### config.mk
export PLATFORM = sky130hd
export DESIGN_NAME = x11_setup_auth_filter
export DESIGN_NICKNAME = d
export VERILOG_FILES = /design/src/rtl/core/x11af_pkg.sv /design/src/rtl/core/x11af_front.sv /design/src/rtl/core/x11af_cmdq.sv /design/src/rtl/core/x11af_back.sv /design/src/rtl/core/x11_setup_auth_filter.sv
export SDC_FILE = /design/constraint.sdc
export NUM_CORES = 1
export LEC_CHECK = 0
export ABC_AREA = 1
export BUFFER_PORTS_ARGS = -buffer_cell sky130_fd_sc_hd__buf_4
export CORE_ASPECT_RATIO = 1.1
export CORE_UTILIZATION = 40
export DETAILED_ROUTE_END_ITERATION = 12
export PLACE_DENSITY = 0.64
export SLEW_MARGIN = 20
export SYNTH_ARGS = -nofsm -noshare
export SYNTH_HDL_FRONTEND = slang
export SYNTH_SLANG_ARGS = --single-unit
export TNS_END_PERCENT = 30
### constraint.sdc
create_clock -name clk -period 3.92 [get_ports clk]
set_input_delay 0 -clock clk [delete_from_list [all_inputs] [get_ports clk]]
set_output_delay 0 -clock clk [all_outputs]
set_load 0.005 [all_outputs]
### src/rtl/core/x11af_pkg.sv
`timescale 1ns / 1ps
package x11af_pkg;

	// longest cookie the comparator accepts
	localparam int unsigned COOKIE_BYTES = 16;

	localparam int unsigned HDR_BYTES = 12;
	localparam int unsigned NAME_LEN  = 18;
	localparam int unsigned TEXT_LEN  = 40;

	localparam logic [7:0] BYTE_ORDER_BIG = 8'h42;  // 'B'
	localparam logic [7:0] PAD_CHAR       = 8'h2e;  // '.'

	localparam logic [8*NAME_LEN-1:0] AUTH_NAME = "MIT-MAGIC-COOKIE-1";
	localparam logic [8*TEXT_LEN-1:0] FAIL_TEXT = "Authentication failed at X11 auth filter";

	typedef enum logic [1:0] {
		PH_SETUP,
		PH_PASS,
		PH_CLOSED
	} phase_t;

	typedef enum logic [1:0] {
		CMD_PASS,
		CMD_OK,
		CMD_FAIL
	} cmd_kind_t;

	typedef struct packed {
		cmd_kind_t  kind;
		logic [7:0] data;
	} cmd_t;

	function automatic logic [7:0] name_char(input logic [4:0] i);
		return AUTH_NAME[8*(NAME_LEN-1-i) +: 8];
	endfunction

	function automatic logic [7:0] reason_char(input logic [5:0] i);
		return FAIL_TEXT[8*(TEXT_LEN-1-i) +: 8];
	endfunction

endpackage

### src/rtl/core/x11af_front.sv
`timescale 1ns / 1ps
module x11af_front (
	input  logic                clk,
	input  logic                arst_n,
	input  logic                cfg_we,
	input  logic [1:0]          cfg_index,
	input  logic [63:0]         cfg_wdata,
	input  logic                in_valid,
	input  logic [7:0]          in_byte,
	output logic                in_ready,
	input  logic                q_full,
	output logic                q_push,
	output x11af_pkg::cmd_t     q_cmd,
	output logic [7:0]          hdr [x11af_pkg::HDR_BYTES]
);
	import x11af_pkg::*;

	localparam logic [1:0] REG_COOKIE_LOW  = 2'd0;
	localparam logic [1:0] REG_COOKIE_HIGH = 2'd1;
	localparam logic [1:0] REG_COOKIE_LEN  = 2'd2;

	logic [63:0]  cookie_low_q;
	logic [63:0]  cookie_high_q;
	logic [4:0]   cookie_length_q;

	phase_t       phase_q, phase_d;
	logic [17:0]  byte_count_q;
	logic [7:0]   hdr_q [HDR_BYTES];
	logic [15:0]  name_len_q;
	logic [15:0]  cookie_len_q;
	logic [16:0]  name_pad_q;
	logic [17:0]  end_q;
	logic [16:0]  sect_idx_q;
	logic         in_cookie_q;
	logic         name_match_q, name_ended_q, cookie_match_q;

	logic         accept;
	logic         big_endian;
	logic [15:0]  nl_w, cl_w;
	logic [16:0]  npad_w, cpad_w;
	logic [17:0]  count_inc;
	logic         decide, ok;
	logic         nm_d, ne_d, cm_d;
	logic [127:0] cookie_all;
	logic [7:0]   cookie_b;

	assign in_ready   = !q_full;
	assign accept     = in_valid && in_ready;
	assign big_endian = (hdr_q[0] == BYTE_ORDER_BIG);
	assign cookie_all = {cookie_high_q, cookie_low_q};
	assign cookie_b   = cookie_all[{sect_idx_q[3:0], 3'b000} +: 8];
	assign count_inc  = 18'(byte_count_q + 18'd1);

	// lengths from header bytes 6..9, valid once ten bytes are in
	always_comb begin
		nl_w   = big_endian ? {hdr_q[6], hdr_q[7]} : {hdr_q[7], hdr_q[6]};
		cl_w   = big_endian ? {hdr_q[8], hdr_q[9]} : {hdr_q[9], hdr_q[8]};
		npad_w = 17'(({1'b0, nl_w} + 17'd3) & ~17'd3);
		cpad_w = 17'(({1'b0, cl_w} + 17'd3) & ~17'd3);
	end

	// match flags after the current byte
	always_comb begin
		nm_d = name_match_q;
		ne_d = name_ended_q;
		cm_d = cookie_match_q;
		if (byte_count_q >= 18'(HDR_BYTES)) begin
			if (!in_cookie_q) begin
				if (sect_idx_q < {1'b0, name_len_q} && !name_ended_q) begin
					if (in_byte == 8'h00) begin
						ne_d = 1'b1;
						if (sect_idx_q != 17'(NAME_LEN))
							nm_d = 1'b0;
					end else if (sect_idx_q >= 17'(NAME_LEN)
						|| in_byte != name_char(sect_idx_q[4:0])) begin
						nm_d = 1'b0;
					end
				end
			end else if (sect_idx_q < {1'b0, cookie_len_q}) begin
				if (sect_idx_q >= 17'(COOKIE_BYTES) || in_byte != cookie_b)
					cm_d = 1'b0;
			end
		end
	end

	assign decide = accept && phase_q == PH_SETUP
		&& byte_count_q >= 18'(HDR_BYTES - 1) && count_inc >= end_q;
	assign ok = nm_d && (ne_d || name_len_q == 16'(NAME_LEN)) && cm_d
		&& cookie_len_q == {11'd0, cookie_length_q}
		&& cookie_length_q <= 5'(COOKIE_BYTES);

	// phase next state
	always_comb begin
		phase_d = phase_q;
		unique case (phase_q)
			PH_SETUP:  if (decide) phase_d = ok ? PH_PASS : PH_CLOSED;
			PH_PASS:   phase_d = PH_PASS;
			PH_CLOSED: phase_d = PH_CLOSED;
			default:   phase_d = PH_CLOSED;
		endcase
	end

	// queue writes
	always_comb begin
		q_push      = 1'b0;
		q_cmd.kind  = CMD_PASS;
		q_cmd.data  = in_byte;
		unique case (phase_q)
			PH_SETUP: begin
				q_push     = decide;
				q_cmd.kind = ok ? CMD_OK : CMD_FAIL;
			end
			PH_PASS:   q_push = accept;
			PH_CLOSED: q_push = 1'b0;
			default:   q_push = 1'b0;
		endcase
	end

	always_ff @(posedge clk or negedge arst_n) begin
		if (!arst_n) begin
			cookie_low_q    <= '0;
			cookie_high_q   <= '0;
			cookie_length_q <= '0;
		end else if (cfg_we) begin
			unique case (cfg_index)
				REG_COOKIE_LOW:  cookie_low_q    <= cfg_wdata;
				REG_COOKIE_HIGH: cookie_high_q   <= cfg_wdata;
				REG_COOKIE_LEN:  cookie_length_q <= cfg_wdata[4:0];
				default: ;
			endcase
		end
	end

	always_ff @(posedge clk or negedge arst_n) begin
		if (!arst_n) begin
			phase_q        <= PH_SETUP;
			byte_count_q   <= '0;
			name_len_q     <= '0;
			cookie_len_q   <= '0;
			name_pad_q     <= '0;
			end_q          <= 18'(HDR_BYTES);
			sect_idx_q     <= '0;
			in_cookie_q    <= 1'b0;
			name_match_q   <= 1'b1;
			name_ended_q   <= 1'b0;
			cookie_match_q <= 1'b1;
		end else begin
			phase_q <= phase_d;
			if (accept && phase_q == PH_SETUP) begin
				byte_count_q   <= count_inc;
				name_match_q   <= nm_d;
				name_ended_q   <= ne_d;
				cookie_match_q <= cm_d;
				if (byte_count_q == 18'(HDR_BYTES - 2)) begin
					name_len_q   <= nl_w;
					cookie_len_q <= cl_w;
					name_pad_q   <= npad_w;
					end_q        <= 18'(18'(HDR_BYTES) + {1'b0, npad_w} + {1'b0, cpad_w});
					in_cookie_q  <= (npad_w == '0);
					sect_idx_q   <= '0;
				end else if (byte_count_q >= 18'(HDR_BYTES)) begin
					if (!in_cookie_q && sect_idx_q == 17'(name_pad_q - 17'd1)) begin
						in_cookie_q <= 1'b1;
						sect_idx_q  <= '0;
					end else begin
						sect_idx_q <= 17'(sect_idx_q + 17'd1);
					end
				end
			end
		end
	end

	always_ff @(posedge clk) begin
		if (accept && phase_q == PH_SETUP && byte_count_q < 18'(HDR_BYTES))
			hdr_q[byte_count_q[3:0]] <= in_byte;
	end

	assign hdr = hdr_q;

endmodule

### src/rtl/core/x11af_cmdq.sv
`timescale 1ns / 1ps
module x11af_cmdq (
	input  logic             clk,
	input  logic             arst_n,
	input  logic             push,
	input  x11af_pkg::cmd_t  push_cmd,
	output logic             full,
	input  logic             pop,
	output logic             empty,
	output x11af_pkg::cmd_t  head
);
	import x11af_pkg::*;

	localparam int unsigned DEPTH = 2;
	localparam int unsigned PW    = $clog2(DEPTH);
	localparam int unsigned CW    = $clog2(DEPTH + 1);

	cmd_t          mem_q [DEPTH];
	logic [PW-1:0] wr_ptr_q, rd_ptr_q;
	logic [CW-1:0] count_q;

	assign full  = (count_q == CW'(DEPTH));
	assign empty = (count_q == '0);
	assign head  = mem_q[rd_ptr_q];

	always_ff @(posedge clk or negedge arst_n) begin
		if (!arst_n) begin
			wr_ptr_q <= '0;
			rd_ptr_q <= '0;
			count_q  <= '0;
		end else begin
			if (push)
				wr_ptr_q <= PW'(wr_ptr_q + PW'(1));
			if (pop)
				rd_ptr_q <= PW'(rd_ptr_q + PW'(1));
			if (push && !pop)
				count_q <= CW'(count_q + CW'(1));
			else if (pop && !push)
				count_q <= CW'(count_q - CW'(1));
		end
	end

	always_ff @(posedge clk) begin
		if (push)
			mem_q[wr_ptr_q] <= push_cmd;
	end

endmodule

### src/rtl/core/x11af_back.sv
`timescale 1ns / 1ps
module x11af_back #(
	parameter int unsigned REASON_BYTES = 40
) (
	input  logic             clk,
	input  logic             arst_n,
	input  logic             q_empty,
	input  x11af_pkg::cmd_t  q_head,
	output logic             q_pop,
	input  logic [7:0]       hdr [x11af_pkg::HDR_BYTES],
	output logic             out_valid,
	input  logic             out_ready,
	output logic [7:0]       out_byte,
	output logic             out_to_client,
	output logic             out_close,
	output logic             out_last
);
	import x11af_pkg::*;

	localparam int unsigned MSIZE     = (REASON_BYTES + 3) / 4 * 4;
	localparam int unsigned REPLY_LEN = 8 + MSIZE;
	localparam int unsigned CW        = $clog2(REPLY_LEN + 1);

	logic [CW-1:0] idx_q;
	logic          valid_q;
	logic [7:0]    byte_q;
	logic          toc_q, close_q, last_q;

	logic          load;
	logic          big_endian;
	logic [8:0]    rsn_idx;
	logic [7:0]    g_byte;
	logic          g_toc, g_close, g_last;

	assign big_endian = (hdr[0] == BYTE_ORDER_BIG);
	assign load       = !q_empty && (!valid_q || out_ready);
	assign q_pop      = load && g_last;
	assign rsn_idx    = 9'(9'(idx_q) - 9'd8);

	always_comb begin
		g_byte  = '0;
		g_toc   = 1'b0;
		g_close = 1'b0;
		g_last  = 1'b0;
		unique case (q_head.kind)
			CMD_PASS: begin
				g_byte = q_head.data;
				g_last = 1'b1;
			end
			CMD_OK: begin
				// header forwarded with both length fields zeroed
				if (idx_q < CW'(6) || (idx_q > CW'(9) && idx_q < CW'(HDR_BYTES)))
					g_byte = hdr[idx_q[3:0]];
				g_last = (idx_q == CW'(HDR_BYTES - 1));
			end
			CMD_FAIL: begin
				g_toc = 1'b1;
				priority if (idx_q == CW'(0))
					g_byte = 8'h00;
				else if (idx_q == CW'(1))
					g_byte = 8'(REASON_BYTES);
				else if (idx_q < CW'(6))
					g_byte = hdr[idx_q[3:0]];
				else if (idx_q == CW'(6))
					g_byte = big_endian ? 8'h00 : 8'(MSIZE >> 2);
				else if (idx_q == CW'(7))
					g_byte = big_endian ? 8'(MSIZE >> 2) : 8'h00;
				else if (rsn_idx < 9'(REASON_BYTES))
					g_byte = (rsn_idx < 9'(TEXT_LEN)) ? reason_char(rsn_idx[5:0]) : PAD_CHAR;
				else
					g_byte = 8'h00;
				g_last  = (idx_q == CW'(REPLY_LEN - 1));
				g_close = g_last;
			end
			default: g_last = 1'b1;
		endcase
	end

	always_ff @(posedge clk or negedge arst_n) begin
		if (!arst_n) begin
			idx_q   <= '0;
			valid_q <= 1'b0;
		end else begin
			if (load)
				idx_q <= g_last ? '0 : CW'(idx_q + CW'(1));
			if (load)
				valid_q <= 1'b1;
			else if (out_ready)
				valid_q <= 1'b0;
		end
	end

	always_ff @(posedge clk) begin
		if (load) begin
			byte_q  <= g_byte;
			toc_q   <= g_toc;
			close_q <= g_close;
			last_q  <= g_last;
		end
	end

	assign out_valid     = valid_q;
	assign out_byte      = byte_q;
	assign out_to_client = toc_q;
	assign out_close     = close_q;
	assign out_last      = last_q;

endmodule

### src/rtl/core/x11_setup_auth_filter.sv
`timescale 1ns / 1ps
// channel   dir  handshake          payload
// s_*       in   s_tvalid/s_tready  s_tdata = client byte
// m_*       out  m_tvalid/m_tready  m_tdata = byte, m_tuser = direction/close, m_tlast
// cfg_*     in   cfg_we             cfg_index selects register, cfg_wdata value
//
// passthrough sustains one byte per cycle while m_tready is high; a setup byte with
// no result takes no queue entry; the setup decision expands into 12 header bytes
// or 8 + pad4(REASON_BYTES) reply bytes, one per cycle from the back-end byte counter
// if m_tready is high; the front stalls only when the two-entry request queue is full
// arst_n clears all control state at once; there is no clearing pass
// after a failed authentication every later byte is taken and dropped until reset
module x11_setup_auth_filter #(
	parameter int unsigned REASON_BYTES = 40
) (
	input  logic        clk,
	input  logic        arst_n,
	input  logic        cfg_we,
	input  logic [1:0]  cfg_index,
	input  logic [63:0] cfg_wdata,
	input  logic        s_tvalid,
	output logic        s_tready,
	input  logic [7:0]  s_tdata,   // [7:0] in_byte
	output logic        m_tvalid,
	input  logic        m_tready,
	output logic [7:0]  m_tdata,   // [7:0] out_byte
	output logic [1:0]  m_tuser,   // [0] to_client, [1] close_link
	output logic        m_tlast
);
	import x11af_pkg::*;

	// front to back request queue
	logic       q_push, q_pop, q_full, q_empty;
	cmd_t       q_in, q_head;

	// captured setup header, stable once the decision is queued
	logic [7:0] hdr [HDR_BYTES];

	// front: header capture, name/cookie matching, decision
	x11af_front u_front (
		.clk       (clk),
		.arst_n    (arst_n),
		.cfg_we    (cfg_we),
		.cfg_index (cfg_index),
		.cfg_wdata (cfg_wdata),
		.in_valid  (s_tvalid),
		.in_byte   (s_tdata),
		.in_ready  (s_tready),
		.q_full    (q_full),
		.q_push    (q_push),
		.q_cmd     (q_in),
		.hdr       (hdr)
	);

	// short queue so front and back stall independently
	x11af_cmdq u_cmdq (
		.clk      (clk),
		.arst_n   (arst_n),
		.push     (q_push),
		.push_cmd (q_in),
		.full     (q_full),
		.pop      (q_pop),
		.empty    (q_empty),
		.head     (q_head)
	);

	// back: expands each request into output bytes behind an output register
	x11af_back #(
		.REASON_BYTES (REASON_BYTES)
	) u_back (
		.clk           (clk),
		.arst_n        (arst_n),
		.q_empty       (q_empty),
		.q_head        (q_head),
		.q_pop         (q_pop),
		.hdr           (hdr),
		.out_valid     (m_tvalid),
		.out_ready     (m_tready),
		.out_byte      (m_tdata),
		.out_to_client (m_tuser[0]),
		.out_close     (m_tuser[1]),
		.out_last      (m_tlast)
	);

`ifndef SYNTHESIS
	// no request may be written into a full queue
	assert property (@(posedge clk) disable iff (!arst_n) q_push |-> !q_full)
		else $error("request queue overflow");

	// no request may be taken from an empty queue
	assert property (@(posedge clk) disable iff (!arst_n) q_pop |-> !q_empty)
		else $error("request queue underflow");

	// close is flagged only on the final byte of a reply to the client
	assert property (@(posedge clk) disable iff (!arst_n)
		m_tvalid && m_tuser[1] |-> m_tlast && m_tuser[0])
		else $error("close flagged off the last reply byte");

	// no request is queued straight after a close goes out
	assert property (@(posedge clk) disable iff (!arst_n)
		m_tvalid && m_tready && m_tuser[1] |=> !q_push)
		else $error("request queued after close");
`endif

endmodule
==> results of run 1 <==
-- through the flow --
step | power (uW) | cells | hold WS [ns]
after detailed placement | 5360 | 3684 | 0.0685
after global placement | 5320 | 3684 | 0.0696
final | 9460 | 3857 | -0.00747
after global routing | 9830 | 3857 | 0.0598
after floorplan | 4960 | 2898 | -0.296
after CTS | 9520 | 3836 | 0.00440
-- worst max-delay path: cells and delay by family, from the launching register on --
kind,cells,cell delay (ns)
simple gates,11,1.57
compound gates,5,0.72
fa+ha+maj,2,0.59
flops,1,0.37
buf+inv,3,0.36
-- cells in the final DEF, fill, tap and decap left out, types with 8 or more instances in the layout --
master	netlist	layout
o21ai_0	348	344
nand2_2	9	17
inv_1	380	377
nand4_1	50	50
dlygate4sd3_1	0	75
nor2_4	2	8
xnor2_1	11	10
o22ai_1	12	12
or2_2	12	12
buf_4	5	167
ha_1	99	84
inv_2	8	11
o31ai_1	8	8
edfxtp_1	127	127
dfrtp_1	244	242
nand3_1	169	164
clkbuf_16	0	44
nand2_1	739	725
ha_4	0	15
o211ai_1	8	8
nor4_1	11	11
a21oi_1	87	83
nor3_1	30	25
xor2_1	46	45
o21ai_1	14	11
nor2_1	300	285
clkbuf_8	0	8
nor2_2	5	14
-- power groups by stage --
stage,combinational (uW),sequential (uW),clock (uW)
floorplan,434,4530,0
global placement,759,4570,0
detailed placement,781,4580,0
CTS,846,4510,4170
global route,963,4540,4330
finish,848,4510,4100
-- cells by family (layout without fill, tap and decap cells) --
logic type                 after synthesis  count (layout)
and+or+nand+nor                       1342            1344
adders and majority gates              100             100
AOI/OAI and AO/OA                      522             522
DFF                                    375             375
buffers and inverters                  502             723
xor gates and xnor gates                57              57
-- path summary, 6_finish.rpt --
kind,start,endpoint,depth (start not counted)
worst min-delay path,arst_n,u_back.idx_q[3],2
worst min register to register,u_front.name_match_q,u_front.name_match_q,2
min in group clk,cfg_index[0],u_front.cookie_length_q[1],4
max in group asynchronous,arst_n,u_front.cookie_low_q[41],3
worst max register to register,u_front.hdr[90],u_front.end_q[14],21
worst max-delay path,u_front.hdr[90],u_front.end_q[14],21
-- layout make-up --
class                      count  share of cell area, %
timing repair buffer         255                   8.33
multi-input combinational   2023                   40.0
tap                          736                   3.44
clock inverter                20                  0.809
inverter                     390                   5.47
sequential                   375                   37.5
clock buffer                  58                   4.53
-- routing by layer --
metal / routed length, um / vias to the layer above
met5: 0 / -
met4: 2560 / 0
met3: 3280 / 124
met2: 32600 / 568
met1: 28800 / 9601
li1: - / 9825
-- repair_timing --
item	4_1_cts	5_1_grt
pin swaps	0	29
setup buffers	0	17
endpoints found under the setup margin	4	32
hold buffers	74	1
resized for setup	3	103
cloned	0	3
hold endpoints to repair	342	1
-- registers in the layout, summed over array words and instances (netlist names), 2 cells and up --
name	flops
u_front.cookie_length_q	5
u_front.hdr	96
u_front.sect_idx_q	17
u_front.phase_q	2
u_front.byte_count_q	18
u_front.name_len_q	16
u_front.name_pad_q	15
u_cmdq.mem_q	20
u_front.cookie_high_q	64
u_front.cookie_low_q	64
u_back.out_byte	8
u_back.idx_q	6
u_front.end_q	16
u_cmdq.count_q	2
u_front.cookie_len_q	16
==> metrics.md, run 1 <==
| Metric | Value |
|---|---|
| Xor and xnor fraction of the mapped netlist area | `under 10%` |
| Final WL | `67200 um` |
| PnR worst setup slack | `~0.18 ns` |
| Cts bufs inserted | `43` |
| Die area | `roughly 0.056 sq mm` |
| Critical path, cell by cell | `inv_1 -> nand2_2 -> nor2_8 -> buf_12 -> nand3_1 -> nand2_1 -> nand2_1 -> nor2_1 -> nand2_1 -> nand2_1 -> inv_1 -> ha_1 -> ha_4 -> a21oi_1 -> o21ai_0 -> nand2_1 -> o2111ai_2 -> a31o_2 -> or2_2 -> nand3_1 -> o21ai_0` |
| Syn. warnings | `0` |
| EDFF count, synth | `127` |
| Syn Std Cell Area | `roughly 0.022 sq mm` |
| Via count | `~20000` |
| Tcrit/Tclk final | `95.5%` |
| Setup CP Type | `register to register` |
| Post-synth net total | `3077` |
| Post-synthesis adder-cell area fraction | `5.69%` |
| CTS root buffer | `clkbuf_16` |
| Setup Skew | `between 0.02 and 0.03 ns` |
| Grt peak-use layer | `met2` |
| Avg Synthesized Cell Area | `7.64 sq um` |
| CTS Buffer Depth | `3` |
| Tmin final | `3.74 ns` |
| Slowest CP cell | `edfxtp_1` |
| Post-synth top area share | `27.6%` |
| Placement Rows | `90` |
| Layout net count | `3267` |
| Clock power share | `43.4%` |
| Clock tree sinks | `375` |
| Hold_ws | `-0.00747 ns` |
| Die Ht | `249 um` |
| Initial antenna violation count | `0` |
| Max-cap viol count | `0` |
| H-Tree Depth | `2` |
| Fin. max-slew vios | `0` |
| Fin. Hold Viols | `2` |
| Starting Density | `approximately 40%` |
| Vias in the first global route | `19500` |
| CP startpoint kind | `register` |
| GRT met3 Usage | `between 2 and 3%` |
| CTS tree | `built` |
| Clk slew on worst S/H paths | `approximately 0.06 ns` |
| Status | `finished, violations left` |
| Post-synthesis cell type count | `58` |
| Synth cell count leaders | `nand2_1 (739), inv_1 (380), o21ai_0 (348), nor2_1 (300), dfrtp_1 (244)` |
| Synth area leader | `dfrtp_1` |
| First-pass GRT wire length | `105000 um` |
| Share of cells above drive strength 1 | `12.0%` |
| Combinational fraction of design power | `around 9%` |
| Asr flop ratio synth | `66.1%` |
| GR Layer Usage met1 | `30.9%` |
| GRT met2 Usage | `39.8%` |
| Peak supply drop | `between 0.0003 and 0.0004 V` |
| Later-pin clock latency in the skew report | `approximately 0.59 ns` |
| GRT Resource Usage Total | `23.6%` |
| Area Overhead vs Synth | `20.9%` |
| Number of diodes | `0` |
| Ports | `92` |
| IO buf count | `91` |
| Sw Pwr | `2370 uW` |
| Drt via density | `5.22` |
| Placed cell area | `between 0.02 and 0.025 sq mm` |
| Sequential share of power | `about 48%` |
| Final instance area | `0.0268 sq mm` |
| Total power divided by cell area | `353 mW/mm^2` |
| P_int | `7090 uW` |
| Detailed Route Iter0 Violations | `about 1600` |
| Largest net degree at the start of global routing | `129` |
| CP max FO | `19` |
| Fillers | `~5300` |
| Setup violators final | `0` |
| Area of the multi-input gates | `0.0107 sq mm` |
| Count leader, synth | `nand2_1` |
| Routed Antenna Nets | `0` |
| Residual DRC | `0` |
| Critical Path RT | `roughly 4.4 ns` |
| Slack of the worst reg-to-reg path | `0.18 ns` |
| Core Util, Final | `48.9%` |
| Gr ovfl total | `0` |
| Mux cell area share after synthesis | `0%` |
| Crit path capture type | `register` |
| Leakage | `0.0127 uW` |
| Worst-Margin Slew | `0.905 ns` |
| RSZ-0062 raised after global routing | `yes` |
| Die Width | `226 um` |
| Avg WL per Cell | `between 15 and 20 um` |
| Complex-gate fraction of the synthesized area | `between 10 and 15%` |
| Detailed Routing Iterations Pass 1 | `8` |
| Critical path's most frequent cell | `nand2_1` |
| Sequential standard cell area | `0.0100 sq mm` |
| Post-Synth Simple-Gate Area | `25.3%` |
| Core Box Area | `~0.055 sq mm` |
| DP Worst Slack | `-0.0213 ns` |
| Predominant post-synthesis flop cell | `dfrtp_1` |
| Total negative slack | `0 ns` |
| Mapped Cells | `2898` |
| Sw Share | `approximately a quarter` |
| Critical Path AT | `4.21 ns` |
| Area contributors post-synth | `dfrtp_1 (28%), edfxtp_1 (17%), nand2_1 (13%)` |
| HPWL Detailed | `roughly 47000 um` |
| RePlAce Congestion | `0.919` |
| Max incr delay on CP | `0.37 ns` |
| Synth Register Bits | `between 300 and 400` |
| Peak Freq | `0.267 GHz` |
| Seq/Total Area, Yosys | `a little under half` |
| Worst slew margin | `39.7%` |
| Largest family of logic cells by synthesized area | `simple AND/OR/NAND/NOR gates` |
| Failing checks | `hold timing` |
| HP Class | `primary input to async pin` |
Power figures use the tool's default switching activity.
==> inputs of run 2 (changes only) <==
RECOVER_POWER = 50   (was not set)
==> metrics.md, run 2 (synthesis gave the netlist of run 1 again) <==
| Metric | Value |
|---|---|
| Critical Path AT | `4.23 ns` |
| Tmin final | `3.77 ns` |
| Clock tree sinks | `approximately 380` |
| Die area | `0.0563 sq mm` |
| Commonest non-fill, non-tap cell in the layout | `nand2_1` |
| Avg WL per Cell | `17.4 um` |
| Fin. max-slew vios | `358` |
| M1 WL | `28500 um` |
| Max layer used | `met4` |
| First-pass GRT wire length | `105000 um` |
| GRT Resource Usage Total | `23.6%` |
| Leakage | `0.0127 uW` |
| Slowest CP cell | `edfxtp_1` |
| Fin. Hold Viols | `0` |
| Number of flip-flops under the largest register name | `96` |
| Number of diodes | `0` |
| Power after layout | `9450 uW` |
| CP max FO | `13` |
| Initial antenna violation count | `0` |
| CTS root buffer | `clkbuf_16` |
| IO buf count | `just over 90` |
| Worst-Margin Slew | `3.77 ns` |
| Routed Antenna Nets | `0` |
| DP Worst Slack | `-0.0213 ns` |
| Clock power share | `about 43%` |
| Core Box Area | `about 0.055 sq mm` |
| Area Overhead vs Synth | `20.6%` |
| Tcrit/Tclk final | `slightly below 100%` |
| P_int | `7090 uW` |
| Register-to-Register Path Depth | `21` |
| HPWL Detailed | `approximately 47000 um` |
| Commonest non-fill, non-tap cells in the layout | `nand2_1 (726), inv_1 (377), o21ai_0 (344), nor2_1 (285), dfrtp_1 (242)` |
| Crit path capture type | `register` |
| Metal2 WL | `32600 um` |
| Placement Rows | `90` |
| Setup Skew | `0.0278 ns` |
| Core Util, Final | `between 40% and 50%` |
| Residual DRC | `0` |
| Die Width | `226 um` |
| Sequential share of power | `47.7%` |
| Combinational fraction of design power | `under 10%` |
| Starting Density | `40.4%` |
| Worst slew margin | `-152%` |
| RePlAce Congestion | `around 0.9` |
| Critical path, cell by cell | `inv_1 -> nand2_2 -> nor2_8 -> buf_4 -> nand2_8 -> o21ai_2 -> nand2_4 -> nor2_4 -> nand4_1 -> nor2_2 -> nand2_1 -> xor2_1 -> ha_1 -> ha_4 -> nand2_2 -> nor2_4 -> nand4_1 -> nand3_1 -> nand2_1 -> nand3_1 -> o21ai_0` |
| Largest net degree at the start of global routing | `129` |
| Final WL | `67100 um` |
| Ports | `around 90` |
| RSZ-0062 raised after global routing | `yes` |
| Detailed Route Iter0 Violations | `roughly 1700` |
| Peak Freq | `between 0.2 and 0.3 GHz` |
| Total power divided by cell area | `between 300 and 400 mW/mm^2` |
| Clk slew on worst S/H paths | `~0.060 ns` |
| Setup violators final | `0` |
| Sw Share | `25.0%` |
| Status | `finished, violations left` |
| Met3 wire length | `about 3400 um` |
| Failing checks | `capacitance limit, slew limit` |
| Vias in the first global route | `~20000` |
| Detailed Routing Iterations Pass 1 | `5` |
| CTS Buffer Depth | `3` |
| PnR worst setup slack | `0.148 ns` |
| Layout net count | `3267` |
| CTS tree | `built` |
| CP startpoint kind | `register` |
| Cts bufs inserted | `43` |
| Sw Pwr | `2370 uW` |
| Via count | `just over 20000` |
| Drt via density | `roughly 5.2` |
| Share of cells above drive strength 1 | `around an eighth` |
| Later-pin clock latency in the skew report | `0.59 ns` |
| Hold depth | `3` |
| HP Class | `primary input to register` |
| Max incr delay on CP | `0.37 ns` |
| Peak supply drop | `between 0.0003 and 0.0004 V` |
| Setup CP Type | `register to register` |
| Max-cap viol count | `3` |
| H-Tree Depth | `2` |
| Critical Path RT | `between 4 and 5 ns` |
| Gr ovfl total | `0` |
| Die Ht | `249 um` |
run 2: cell count changes in the layout (fill, tap and decap cells not counted), moves of 2 or more:
cell and delta:
clkbuf_4 +12, clkbuf_1 +10, buf_4 -21, clkbuf_2 +2
run 2: worst paths after layout:
kind	slack [ns]	from	endpoint
min in group asynchronous	0.75	arst_n	u_back.idx_q[3]
min reg2reg	0.47	u_front.name_match_q	u_front.name_match_q
min	0.06	cfg_we	u_front.cookie_length_q[1]
max in group asynchronous	0.75	arst_n	u_front.end_q[16]
max reg2reg	0.15	u_front.hdr[90]	u_front.end_q[15]
max	0.15	u_front.hdr[90]	u_front.end_q[15]
run 2: worst max-delay path, delay by kind of cell, from the launching register on:
kind,cells,cell delay (ns)
AND/OR/NAND/NOR,14,1.84
adder cells (fa/ha/maj),2,0.66
flip-flops,1,0.37
AO/OA/AOI/OAI,2,0.36
buffers and inverters,2,0.27
XOR/XNOR,1,0.16
run 2: power groups by stage:
stage	combinational, uW	sequential [uW]	clock, uW
floorplan	434	4530	0
global placement	759	4570	0
detailed placement	781	4580	0
CTS	846	4510	4170
global route	955	4540	4330
finish	839	4510	4100
run 2: metrics by stage:
stage               setup TNS, ns  cell area [sq um]  cells  hold slack [ns]
global placement                0              23900   3684           0.0696
floorplan                       0              22100   2898           -0.296
global route               -0.329              26700   3857           0.0920
finish                          0              26700   3857           0.0645
detailed placement        -0.0364              23900   3684           0.0685
CTS                             0              26100   3836          0.00440
run 2: final cells by class:
cell class | count | area (sq um)
Tap cell | 736 | 921
Fill cell | 5300 | 28000
Multi-Input combinational cell | 2023 | 10700
Timing Repair Buffer | 255 | 2160
Inverter | 390 | 1460
Clock inverter | 20 | 216
Sequential cell | 375 | 10000
Clock buffer | 58 | 1210
run 2: timing repair:
action	in CTS	in global routing
endpoints found under the hold margin	342	1
gates resized for setup	3	103
setup buffers	0	17
gates cloned	0	3
setup endpoints to repair	4	32
hold buffers	74	1
pin swaps	0	29
run 2: per-layer routing:
metal / track usage, % / vias up
li1: - / 9819
met1: 30.9 / 9623
met2: 39.8 / 611
met3: 2.94 / 131
met4: 8.82 / 0
met5: 0 / -
